[config.mk]
export PLATFORM = sky130hd
export DESIGN_NAME = bpc_div_cell
export DESIGN_NICKNAME = d
export VERILOG_FILES = /design/src/bpc_pkg.sv /design/src/bpc_div_cell.sv
export SDC_FILE = /design/constraint.sdc
export NUM_CORES = 1
export LEC_CHECK = 0
export ABC_AREA = 1
export ABC_CLOCK_PERIOD_IN_PS = 800
export BUFFER_PORTS_ARGS = -buffer_cell sky130_fd_sc_hd__buf_2
export CORE_MARGIN = 3
export CORE_UTILIZATION = 44
export CTS_CLUSTER_DIAMETER = 30
export DETAILED_ROUTE_END_ITERATION = 12
export PLACE_DENSITY = 0.74
export SLEW_MARGIN = 40
export SYNTH_ARGS = -nofsm -noshare
export SYNTH_HDL_FRONTEND = slang
export SYNTH_SLANG_ARGS = --single-unit
[constraint.sdc]
create_clock -name clk_i -period 0.8 [get_ports clk_i]
set_input_delay 0.16 -clock clk_i [delete_from_list [all_inputs] [get_ports clk_i]]
set_output_delay 0.16 -clock clk_i [all_outputs]
set_load 0.02 [all_outputs]
[src/bpc_pkg.sv]
package bpc_pkg;

  localparam int unsigned QuotW = 32;
  localparam int unsigned DivsrW = 17;
  localparam int unsigned NumDivCells = QuotW;

  localparam logic [2:0] RegAc1 = 3'd0;
  localparam logic [2:0] RegAc2 = 3'd1;
  localparam logic [2:0] RegAc3 = 3'd2;
  localparam logic [2:0] RegAc4 = 3'd3;
  localparam logic [2:0] RegB1 = 3'd4;
  localparam logic [2:0] RegB2 = 3'd5;

  localparam logic [17:0] PressMax = 18'h3FFFF;

  // One item in flight through the divider chain.
  typedef struct packed {
    logic              valid;
    logic              fault;
    logic              shift_after;
    logic [DivsrW-1:0] rem;
    logic [QuotW-1:0]  dq;
    logic [DivsrW-1:0] dvsr;
  } div_item_t;

  function automatic logic [31:0] asr32(input logic [31:0] v, input logic [4:0] n);
    return 32'($signed(v) >>> n);
  endfunction

  function automatic logic [31:0] sx16(input logic [15:0] v);
    return {{16{v[15]}}, v};
  endfunction

endpackage

[src/bpc_div_cell.sv]
module bpc_div_cell
  import bpc_pkg::*;
(
  input  logic      clk_i,
  input  logic      rst_ni,
  input  div_item_t item_i,
  output div_item_t item_o
);

  logic [DivsrW:0] trial;
  logic            ge;
  div_item_t       item_d, item_q;

  // One restoring step: bring down the next dividend bit, subtract if it fits.
  always_comb begin
    trial = {item_i.rem, item_i.dq[QuotW-1]};
    ge = (trial >= {1'b0, item_i.dvsr});
    item_d = item_i;
    item_d.rem = ge ? DivsrW'(trial - {1'b0, item_i.dvsr}) : trial[DivsrW-1:0];
    item_d.dq = {item_i.dq[QuotW-2:0], ge};
  end

  always_ff @(posedge clk_i or negedge rst_ni) begin
    if (!rst_ni) begin
      item_q <= '0;
    end else begin
      item_q <= item_d;
    end
  end

  assign item_o = item_q;

endmodule

== After elaboration in Yosys (flattened, before gate mapping) ==
Cells that the tools add are included.

* Bits in registers: 69
* Input port bits: 71
* Output and inout port bits: 69
* Logic and storage cells: 9

* $add $sub $neg: 1
* $lt $le $gt $ge: 1
* Mux-type cells: 1

{| class="wikitable"
|+ Operator list
! cell !! number
|-
| $ge A18 B17 Y1 || 1
|-
| $mux W17 || 1
|-
| $sub A17 B17 Y17 || 1
|}

== Longest topological paths before layout ==
* Depth in word-level cells: 2
* Depth in mapped cells: 14
* Mapped depth without buffers: 14

== Worst setup path after synthesis ==
No wires, ideal clock.

* Path type: input to register
* Start point: input port item_i[13] in the netlist's numbering
* End point: register item_q (netlist bit item_o[53])
* Arrival: 1500 ps
* Required time: 685 ps
* Slack: -815 ps
* Stages on the path: 11
* Path buffers: 1
* Cell sequence: inv_1 -> ha_1 -> nand2_2 -> inv_2 -> nand2_4 -> a21oi_2 -> nor3_4 -> nand2_4 -> buf_12 -> nand2_4 -> nand2_2

{| class="wikitable"
|+ RTL lines
! what !! RTL line !! source
|-
| start: declaration || bpc_div_cell.sv:6 || <nowiki>input div_item_t item_i,</nowiki>
|-
| end signal: assignment || bpc_div_cell.sv:27 || <nowiki>item_q <= item_d;</nowiki>
|-
| end: declaration || bpc_div_cell.sv:12 || <nowiki>div_item_t item_d, item_q;</nowiki>
|}

==> impl_metrics.sql <==
INSERT INTO impl_metrics (metric_group, metric, value, unit) VALUES
('status', 'result_of_the_run', 'complete, but fails checks', ''),
('status', 'violations', 'setup timing', ''),
('synth', 'seq_total_area_yosys', '51.5', '%'),
('hold_path', 'depth_of_the_worst_hold_timing_path', '2', ''),
('detailed_routing', 'routed_wire_length', '12.0', 'mm'),
('place', 'worst_setup_slack_post_dpl', '-0.937', 'ns'),
('synth', 'muxShareOfSynthArea', '0', '%'),
('detailed_routing', 'detailroute.via_count', '3459', ''),
('timing', 'max_freq', '0.732', 'GHz'),
('synth', 'synthXorXnorAreaFrac', '1.83', '%'),
('worst_setup_path', 'cp_data_arrival_time', '1.66', 'ns'),
('synth', 'netlist_area', '0.00335', 'mm^2'),
('detailed_routing', 'average_vias_per_placed_instance', '4.77', ''),
('timing', 'post-route-min-period', '1.37', 'ns'),
('place', 'postPlaceCellArea', '0.00480', 'mm^2'),
('grt', 'grt_first_pass_wirelength', '18.4', 'mm'),
('timing', 'setup_ws', '-0.566', 'ns'),
('floorplan', 'dieArea', '0.00870', 'mm^2'),
('floorplan', 'core', '0.00733', 'mm^2'),
('synth', 'synth_simple_gate_area_share', '28.6', '%'),
('grt', 'antenna_found_initial', '0', ''),
('synth', 'yosys.area.top_type', 'dfrtp_1', ''),
('timing', 'setup_viol', '87', ''),
('synth', 'postSynthCellCount', '370', ''),
('worst_setup_path', 'critPathLaunchType', 'input port', ''),
('cts', 'tritoncts', 'built', ''),
('place', 'port_buffers', '139', ''),
('cts', 'cts.clk_slew.worst_paths', '0.08', 'ns'),
('pwr', 'peakVddDrop', '900', 'uV'),
('place', 'routabilityCongestion', '0.906', ''),
('detailed_routing', 'number_of_design_rule_violations_left_after_detail_routing', '0', ''),
('detailed_routing', 'drt.antenna.violating_nets', '0', ''),
('pwr', 'design_power_total', '0.0112', 'W'),
('synth', 'ys_seq_elements', '69', ''),
('layout', 'num_antenna_cells', '0', ''),
('floorplan', 'pin_count', '140', ''),
('timing', 'slew_headroom', '79.3', '%'),
('layout', 'number_of_flip_flops_under_the_largest_register_name', '69', ''),
('synth', 'main_combinational_cell_family_by_area_after_synthesis', 'simple AND/OR/NAND/NOR gates', ''),
('worst_setup_path', 'critPathKind', 'input port to flop', ''),
('synth', 'postSynthNetCount', '459', ''),
('timing', 'timing.final.hold_violations', '0', ''),
('floorplan', 'floorplan.die.height', '93.3', 'um'),
('worst_setup_path', 'highest_fanout_seen_on_the_critical_path', '8', ''),
('cts', 'cts.root.buffer_cell', 'clkbuf_8', ''),
('pwr', 'power.leakage', '3.30', 'nW'),
('floorplan', 'die_width', '93.3', 'um'),
('layout', 'layout.nets', '711', ''),
('cts', 'cts_bufs_inserted', '9', ''),
('grt', 'gr-usage-all-layers', '27.7', '%'),
('grt', 'maximum_number_of_pins_on_one_net_before_global_route_repair', '35', ''),
('worst_setup_path', 'worstPathRequired', '1.10', 'ns'),
('synth', 'synth_cell_type_count', '26', ''),
('synth', 'post-synth-top-area-fraction', '51.5', '%'),
('detailed_routing', 'drtIter0Drc', '180', ''),
('timing', 'timing_max_transition_violations_final', '0', ''),
('layout', 'final_layout_size_suffix_gt1_share', '53.4', '%'),
('cts', 'cts.htree.levels', '3', ''),
('cts', 'clock_sink_count', '69', ''),
('grt', 'first_global_vias', '3711', ''),
('detailed_routing', 'detail_route.first_pass.iterations', '4', ''),
('floorplan', 'core.rowCount', '31', ''),
('timing', 'fin_setup_tns', '-25.40', 'ns'),
('layout', 'post-route-cell-area', '0.00636', 'mm^2'),
('floorplan', 'start_util', '45.7', '%'),
('hold_path', 'hold_path.class', 'input port to flop', ''),
('layout', 'syn2layout_area_growth', '89.7', '%'),
('pwr', 'p_per_area', '1760', 'mW/mm^2'),
('grt', 'overflow', '0', ''),
('place', 'place.detailed.hpwl', '7.03', 'mm'),
('synth', 'postSynthAreaPerCell', '9.06', 'um^2'),
('cts', 'clock_path_buffers', '2', ''),
('worst_setup_path', 'critPathCaptureType', 'flop', ''),
('timing', 'worst_slew_pin_slew', '0.309', 'ns'),
('synth', 'cells_taking_the_most_area_after_synthesis', 'dfrtp_1 52%, nand2_1 12%, inv_1 7.2%', ''),
('synth', 'synth_compound_area_share', '2.13', '%'),
('timing', 'grt_setup_unrepaired', 'yes', ''),
('timing', 'period_share', '171', '%'),
('synth', 'ys_warn_count', '0', ''),
('synth', 'yosys.area_share.adder', '6.94', '%'),
('detailed_routing', 'route.detailed.wl_per_inst', '16.6', 'um'),
('job', 'max-cap-violations', '0', '');
[power by group]
| group | switching (W) | internal [W] |
|---|---|---|
| clock network | 0.00143 | 0.00206 |
| logic | 0.00192 | 0.00185 |
| registers | 0.000158 | 0.00378 |
[final timing paths]
check,end,start
min,item_o[7],item_i[7]
max,item_o[63],item_i[48]
max in group asynchronous,item_o[59],rst_ni
min in group asynchronous,item_o[61],rst_ni
[layer usage]
metal / up-vias / GRT usage, % / wire length [um]
met5: - / 0 / 0
met4: 0 / 10.7 / 399
met3: 32 / 5.39 / 788
met2: 150 / 50.7 / 6360
met1: 1647 / 31.4 / 4500
li1: 1630 / - / -
[cells in the mapped netlist]
library cell	count
buf_2	1
and2_1	1
buf_6	1
dfrtp_1	69
a21oi_2	2
xor2_1	7
nor2_1	8
nor3_1	2
o21ai_2	1
nor3_2	1
nand3_2	4
inv_2	4
inv_1	64
nor3_4	1
nand2_2	17
nand2_1	107
fa_1	1
nor2_2	5
nand4_1	4
buf_4	1
a21oi_1	9
ha_1	17
buf_12	1
clkinv_1	1
nand2_4	12
nand3_1	29
[cells by family (layout without fill, tap and decap cells)]
group,count (synthesis),after routing
xor gates and xnor gates,7,7
DFF,69,69
and+or+nand+nor,191,191
adders and majority gates,18,18
buffers and inverters,73,329
AOI/OAI and AO/OA,12,12
[layout make-up]
type	instances	area (um^2)
multi-input combinational	228	1810
fill	338	972
timing repair buffer	245	2190
inverter	69	269
tap	99	124
clock inverter	6	113
sequential	69	1730
clock buffer	9	124
[critical path: stages]
cell     delay, ns
buf_8         0.10
inv_4         0.05
ha_4          0.14
inv_4         0.04
fa_2          0.42
nand3_2       0.09
nand3_2       0.11
nand2_4       0.11
buf_6         0.12
buf_8         0.14
nand3_1       0.10
nand2_1       0.08
[cell usage in the layout (no fill, tap or decap), drive strengths merged]
| cell | Yosys | final |
|---|---|---|
| clkbuf | 0 | 10 |
| nand3 | 33 | 33 |
| dfrtp | 69 | 69 |
| buf | 4 | 194 |
| bufinv | 0 | 3 |
| inv | 68 | 68 |
| dlygate4sd3 | 0 | 50 |
| nor3 | 4 | 4 |
| nor2 | 13 | 13 |
| o21ai | 1 | 1 |
| a21oi | 11 | 11 |
| fa | 1 | 1 |
| ha | 17 | 17 |
| xor2 | 7 | 7 |
| clkinv | 1 | 4 |
| and2 | 1 | 1 |
| nand4 | 4 | 4 |
| nand2 | 136 | 136 |
[per-stage QoR]
step / std cells / utilization, % / hold WS [ns]
global placement: 652 / 65.4 / 0.00515
floorplan: 370 / - / -0.136
detailed placement: 652 / 65.4 / 0.00452
global route: 725 / 86.7 / 0.0242
CTS: 723 / 84.7 / 0.0292
finish: 725 / 86.7 / 0.0301
[repair_timing]
item                                    CTS  global route
setup buffers                             5             1
endpoints found under the hold margin   118             0
hold buffers                             50             0
pin swaps                                13            19
gates cloned                              1             1
resized for setup                       194            27
endpoints found under the setup margin   87            87
Power figures use the tool's default switching activity.
